$ cat src/rtl/kmrd_pkg.sv
// Shared types and constants for the key matrix row debouncer.
package kmrd_pkg;

  localparam int ROW_COUNT    = 4;
  localparam int COLUMN_COUNT = 12;
  localparam int ROW_W        = 2;
  localparam int COL_W        = 12;
  localparam int TIME_W       = 32;
  localparam int DELAY_W      = 16;
  localparam int LAYER_W      = 2;

  localparam int PADDR_W      = 3;
  localparam int PDATA_W      = 32;

  localparam logic [DELAY_W-1:0] DELAY_RESET = DELAY_W'(15);

  // Register index of the only configuration register.
  localparam logic REG_DEBOUNCE_DELAY = 1'b0;

  localparam logic [ROW_W-1:0] LAYER_ROW = ROW_W'(3);
  localparam int LAYER_HI_COL = 7;
  localparam int LAYER_LO_COL = 4;

  typedef struct packed {
    logic [ROW_W-1:0]  row;
    logic [COL_W-1:0]  column_raw;
    logic [TIME_W-1:0] time_ms;
  } kmrd_in_t;

  typedef struct packed {
    logic [ROW_W-1:0]   row_out;
    logic [COL_W-1:0]   debounced;
    logic [COL_W-1:0]   changed;
    logic [LAYER_W-1:0] layer;
  } kmrd_out_t;

  // Per-beat control shared by all column lanes.
  typedef struct packed {
    logic              accept;
    logic [ROW_W-1:0]  row;
    logic [TIME_W-1:0] time_ms;
  } kmrd_step_t;

endpackage

$ cat src/rtl/kmrd_lane.sv
// One column lane: per-row raw level and change time, and the debounce test.
module kmrd_lane import kmrd_pkg::*; (
  input  logic               clk,
  input  logic               rst,
  input  kmrd_step_t         step,
  input  logic               raw_bit,
  input  logic [DELAY_W-1:0] delay_ms,
  output logic               deb_bit
);

  logic [ROW_COUNT-1:0] raw_level;
  logic [TIME_W-1:0]    change_time [ROW_COUNT];

  logic              lvl_prev;
  logic [TIME_W-1:0] elapsed;

  assign lvl_prev = raw_level[step.row];
  assign elapsed  = step.time_ms - change_time[step.row];

  // A level change restarts the timer; in the beat that sees the change the bit
  // is held low by the level comparison, not by the elapsed time.
  assign deb_bit = raw_bit && (raw_bit == lvl_prev) &&
                   (elapsed > {{(TIME_W-DELAY_W){1'b0}}, delay_ms});

  always_ff @(posedge clk) begin
    if (rst) begin
      raw_level <= '0;
      for (int r = 0; r < ROW_COUNT; r++) begin
        change_time[r] <= '0;
      end
    end else if (step.accept) begin
      raw_level[step.row] <= raw_bit;
      if (raw_bit != lvl_prev) begin
        change_time[step.row] <= step.time_ms;
      end
    end
  end

endmodule

$ cat src/rtl/kmrd_merge.sv
// Merges the lane bits into a row result, tracks per-row state, buffers output.
module kmrd_merge import kmrd_pkg::*; (
  input  logic             clk,
  input  logic             rst,
  input  kmrd_step_t       step,
  input  logic [COL_W-1:0] lane_deb,
  input  logic             out_stall,
  output logic             out_valid,
  output kmrd_out_t        out_data,
  output logic             in_stall
);

  logic [COL_W-1:0] debounced_rows [ROW_COUNT];

  kmrd_out_t result;
  kmrd_out_t skid_data;
  logic      skid_valid;
  logic      out_take;
  logic [COL_W-1:0] row3_after;

  assign row3_after = (step.row == LAYER_ROW) ? lane_deb : debounced_rows[LAYER_ROW];

  always_comb begin
    result.row_out   = step.row;
    result.debounced = lane_deb;
    result.changed   = lane_deb ^ debounced_rows[step.row];
    result.layer     = {row3_after[LAYER_HI_COL], row3_after[LAYER_LO_COL]};
  end

  assign out_take = out_valid && !out_stall;
  assign in_stall = skid_valid;

  always_ff @(posedge clk) begin
    if (rst) begin
      for (int r = 0; r < ROW_COUNT; r++) begin
        debounced_rows[r] <= '0;
      end
    end else if (step.accept) begin
      debounced_rows[step.row] <= lane_deb;
    end
  end

  // Output register with a skid stage behind it, so a beat is taken while
  // the previous result still waits at the output.
  always_ff @(posedge clk) begin
    if (rst) begin
      out_valid  <= 1'b0;
      skid_valid <= 1'b0;
    end else begin
      if (!out_valid || out_take) begin
        if (skid_valid) begin
          out_valid  <= 1'b1;
          skid_valid <= 1'b0;
        end else begin
          out_valid <= step.accept;
        end
      end else if (step.accept) begin
        skid_valid <= 1'b1;
      end
    end
  end

  always_ff @(posedge clk) begin
    if (!out_valid || out_take) begin
      if (skid_valid) begin
        out_data <= skid_data;
      end else if (step.accept) begin
        out_data <= result;
      end
    end else if (step.accept) begin
      skid_data <= result;
    end
  end

endmodule

$ cat src/rtl/key_matrix_row_debouncer.sv
// Top level of the key matrix row debouncer.
//
// Input channel (in_valid, in_stall, in_data): one beat per scanned matrix
// row, carrying the row index, twelve raw column levels and the millisecond
// time. Output channel (out_valid, out_stall, out_data): exactly one beat per
// input beat, in order, with the debounced row, the bits that changed since
// that row's last scan and the layer select from row 3 columns 7 and 4.
// Twelve column lanes test their key in parallel and a merge stage forms the
// row result; one row is taken every cycle while in_stall is low, and its
// result is registered at the output or in the skid entry. The output
// register plus one skid entry decouple the sides: while out_stall is high
// a further beat is taken, and in_stall rises only once the skid entry is full.
// Reset (rst, synchronous) clears all key levels, change times and stored
// debounced rows, empties the output and sets debounce_delay_ms to 15.
// The APB port at byte address 0 holds debounce_delay_ms in bits 15:0; the user
// must write it only while the block is idle, which the block does not enforce.
module key_matrix_row_debouncer import kmrd_pkg::*; (
  input  logic               clk,
  input  logic               rst,
  input  logic               in_valid,
  output logic               in_stall,
  input  kmrd_in_t           in_data,
  output logic               out_valid,
  input  logic               out_stall,
  output kmrd_out_t          out_data,
  input  logic               psel,
  input  logic               penable,
  input  logic               pwrite,
  input  logic [PADDR_W-1:0] paddr,
  input  logic [PDATA_W-1:0] pwdata,
  output logic [PDATA_W-1:0] prdata,
  output logic               pready
);

  logic [DELAY_W-1:0] debounce_delay_ms;
  kmrd_step_t         step;
  logic [COL_W-1:0]   lane_deb;

  assign pready = 1'b1;

  always_ff @(posedge clk) begin
    if (rst) begin
      debounce_delay_ms <= DELAY_RESET;
    end else if (psel && penable && pwrite && pready &&
                 paddr[PADDR_W-1] == REG_DEBOUNCE_DELAY) begin
      debounce_delay_ms <= pwdata[DELAY_W-1:0];
    end
  end

  assign prdata = (paddr[PADDR_W-1] == REG_DEBOUNCE_DELAY) ?
                  {{(PDATA_W-DELAY_W){1'b0}}, debounce_delay_ms} : '0;

  always_comb begin
    step.accept  = in_valid && !in_stall;
    step.row     = in_data.row;
    step.time_ms = in_data.time_ms;
  end

  for (genvar c = 0; c < COLUMN_COUNT; c++) begin : g_lane
    kmrd_lane u_lane (
      .clk      (clk),
      .rst      (rst),
      .step     (step),
      .raw_bit  (in_data.column_raw[c]),
      .delay_ms (debounce_delay_ms),
      .deb_bit  (lane_deb[c])
    );
  end

  kmrd_merge u_merge (
    .clk       (clk),
    .rst       (rst),
    .step      (step),
    .lane_deb  (lane_deb),
    .out_stall (out_stall),
    .out_valid (out_valid),
    .out_data  (out_data),
    .in_stall  (in_stall)
  );

endmodule

$ cat config.mk
export PLATFORM = sky130hd
export DESIGN_NAME = key_matrix_row_debouncer
export DESIGN_NICKNAME = d
export VERILOG_FILES = /design/src/rtl/kmrd_pkg.sv /design/src/rtl/kmrd_lane.sv /design/src/rtl/kmrd_merge.sv /design/src/rtl/key_matrix_row_debouncer.sv
export SDC_FILE = /design/constraint.sdc
export NUM_CORES = 2
export LEC_CHECK = 0
export BUFFER_PORTS_ARGS = -buffer_cell sky130_fd_sc_hd__buf_4
export CORE_AREA = 2 2 481 436
export CTS_CLUSTER_DIAMETER = 50
export DETAILED_ROUTE_END_ITERATION = 12
export DIE_AREA = 0 0 483 438
export PLACE_DENSITY_LB_ADDON = 0.1
export SLEW_MARGIN = 20
export SYNTH_ARGS = -nofsm -noshare
export SYNTH_HDL_FRONTEND = slang
export SYNTH_HIERARCHICAL = 1
export SYNTH_SLANG_ARGS = --single-unit
$ cat constraint.sdc
create_clock -name clk -period 10.5 [get_ports clk]
set_input_delay 1.05 -clock clk [delete_from_list [all_inputs] [get_ports clk]]
set_output_delay 1.05 -clock clk [all_outputs]
set_load 0.01 [all_outputs]
==> flow_summary.ini <==
[run_status]
status = finished, final reports clean

[clock_tree]
htree_levels = 4
postCtsResizedCells = 0
clock_latency_ns = 0.87
postCtsSetupBuffers = 0
clockRootBuffer = clkbuf_16
cts_buffers = 197
tritoncts = yes
clockBufferDepth = 3
path_clk_slew_ns = 0.06
cts_num_sinks = 1706
cts-hold-fix-buffers = 0

[setup_path]
r2r_start = g_lane[2].u_lane/change_time[0][2]
r2r-end = u_merge/out_data[4]
crit_slowest_cell = a41oi_2
critPathMaxStageDelay_ns = 0.68
cp-end-kind = register
rr_worst_depth = 19
r2r_slack_ns = 3.91
crit_buf_inv = 3
critPathKind = in -> reg
path_cells = buf_8, buf_4, mux4_2, inv_1, ha_1, a21oi_1, nor3_1, or4_1, nor2_1, xnor2_1, ha_1, and4_1, nand4_1, or3_1, a211o_1, or4_1, nor4_1, a41oi_2, xor2_1, mux2_2
critical-path-top-delay-family = simple AND/OR/NAND/NOR gates
worstSetupStartpointType = primary input
cp.required_ns = 11.10
cp.depth = 20
crit_fanout = 69
cp.arrival_ns = 8.04

[floorplan]
start_util = 0.4966
die_h_um = 438
die_area_um2 = 211600
die_width_um = 483
rows = 159
pin_count = 151
coreArea_um2 = 206900

[power_and_ir_drop]
p_leak_nw = 44.92
p_per_area_nw_per_um2 = 166.6
total_power_mw = 18.84
peakVddDrop_uv = 141.0

[hold_path]
hp-start = pwdata[8]
holdCritPathClass = in -> reg
min_to = debounce_delay_ms[8]
min_path_cells = 3

[timing]
finClkSkew_ns = 0.06751
slew-limit-headroom = 0.2038
final_hold_viol_count = 0
fin_setup_tns_ns = 0
worst_pin_slew_ns = 1.194
fmax_mhz = 134.4
slew_violations = 0
finalCriticalPeriod_ns = 7.439
period_share = 0.7085
rsz0062_at_grt = false
report.final.setup_viol = 0

[logic_synthesis]
ys_ff_latch = 1706
ys.flop_type = edfxtp_1
synth_warnings = 6
netlist_area_um2 = 102800
synthArstFlopShare = 0
ys_types = 111
synth_edf_count = 1640
ys_seq_area_frac = 0.4921
syn_inst = 9331
syn-mean-instance-area_um2 = 11.01

[grt]
grt_usage = 0.2915
grt_pass1_wl_mm = 463.1
grt-ovfl-total = 0
grt_pass1_vias = 72183
antenna_found_initial = 24
grt_max_degree = 91

[layout]
drive_above_1_share = 0.1362
nNetsFinal = 10012
area_delta_synth_final_pct = 10.06

[drt]
drtAntennaViolNets = 0
drt-total-wl_mm = 312.8
drt_iter0_markers = 8059
num_vias = 74638
first_pass_iters = 6
routedWlPerCell_um = 25.58
via_per_inst = 6.104
drc = 0

[place]
gp_congestion = 0.9229
hpwl_mm = 201.3
port_buffers = 115

[run]
max_cap_violations = 0
Yosys cell counts, types with 18 or more instances:
master,instances,area [um2]
nand3_1,156,780.8
o211ai_1,80,600.6
nor2_1,1180,4429
or4_1,19,142.6
o21ai_1,30,150.1
nor2b_1,76,475.5
xor2_1,102,893.4
buf_2,54,270.3
a21oi_2,45,394.1
o31ai_1,20,150.1
nor3_1,101,505.5
inv_1,980,3679
or3_1,20,125.1
buf_1,112,420.4
nor4_1,105,656.9
xnor2_1,163,1428
o21a_1,59,442.9
mux4_2,395,8896
clkbuf_1,279,1047
buf_4,45,337.8
mux2_2,37,416.7
dfxtp_1,66,1321
edfxtp_1,1640,49250
o21bai_1,79,593.1
nand2_1,773,2902
and2_1,122,763.2
a31oi_1,54,337.8
a21o_1,87,653.1
nand2b_1,140,875.8
clkbuf_8,18,247.7
and3_1,230,1439
ha_1,600,7507
a21oi_1,474,2372
nand3b_1,44,330.3
o2111ai_1,23,201.4
buf_6,19,214.0
a211oi_1,55,412.9
o22ai_1,20,125.1
o21ai_0,207,1036
nand4_1,140,875.8
mux2i_1,73,730.7
tightest hold or removal path: stages:
cell and delay (ns):
buf_4 0.11, nand2b_1 0.05, mux2i_1 0.06
kinds of logic after synthesis:
family                     after synthesis  synth area share
and+or+nand+nor                       3219            0.1489
DFF                                   1706            0.4921
buffers and inverters                 1517           0.06120
AOI/OAI and AO/OA                     1495           0.09960
adders and majority gates              612           0.07540
muxes                                  514           0.09993
xor gates and xnor gates               266           0.02275
other                                    2        0.00007309
worst max-delay path by stage:
stage | endpoint | slack (ns) | from
after CTS | u_merge/out_data[12] | 3.11 | in_data[44]
after global placement | u_merge/out_data[12] | 2.28 | in_data[44]
after detailed placement | u_merge/out_data[12] | 2.23 | in_data[44]
final | u_merge/out_data[12] | 3.06 | in_data[44]
after global routing | u_merge/out_data[4] | 2.75 | in_data[44]
after floorplan | u_merge/out_data[0] | 3.67 | in_data[45]
layout by cell type (no fill, tap or decap), types with 140 or more instances in the layout:
master / netlist / layout
xnor2_1: 163 / 163
nand2_1: 773 / 773
buf_4: 45 / 287
nand4_1: 140 / 140
inv_1: 980 / 980
mux4_2: 395 / 395
edfxtp_1: 1640 / 1640
ha_1: 600 / 600
and3_1: 230 / 230
nand3_1: 156 / 156
a21oi_1: 474 / 473
clkbuf_16: 0 / 197
nor2_1: 1180 / 1168
o21ai_0: 207 / 207
registers in the layout, indices dropped and copies added, names as in the netlist:
register and flops:
g_lane.u_lane/change_time 1536, g_lane.u_lane/raw_level 48, u_merge/debounced_rows 48, u_merge/out_data 28, u_merge/skid_data 28, debounce_delay_ms 16, u_merge/in_stall 1, u_merge/out_valid 1
stage by stage:
step	worst slack (ns)	cell area [um2]	utilization	std cells	hold slack [ns]
after floorplan	3.671	102800	-	9346	0.4331
after global placement	2.284	106500	0.5147	11846	0.4394
after CTS	3.106	113000	0.5463	12213	0.3911
after global routing	2.751	113100	0.5465	12217	0.4055
after detailed placement	2.232	106600	0.5151	11849	0.4473
final	3.061	113100	0.5466	12228	0.4496
per-layer routing:
metal | vias up | part of all wire | global-route usage
li1 | 33902 | - | -
met1 | 37319 | 0.43 | 0.4261
met2 | 3049 | 0.45 | 0.4536
met3 | 366 | 0.089 | 0.04727
met4 | 2 | 0.025 | 0.07603
met5 | - | 0.000038 | 0
report_power, final:
group | internal, mW | switching, mW
clock network | 3.81 | 2.96
logic | 1.54 | 2.62
registers | 7.81 | 0.0856
total | 13.2 | 5.67
cell type report:
type,instances,area [um2]
Antenna cell,14,35.03
Clock buffer,252,5216
Clock inverter,112,1234
Fill cell,17881,93810
Inverter,982,3686
Multi-Input combinational cell,6123,46440
Sequential cell,1706,50590
Tap cell,2737,3425
Timing Repair Buffer,302,2470
Note: power is estimated with default switching activity, not from simulation.
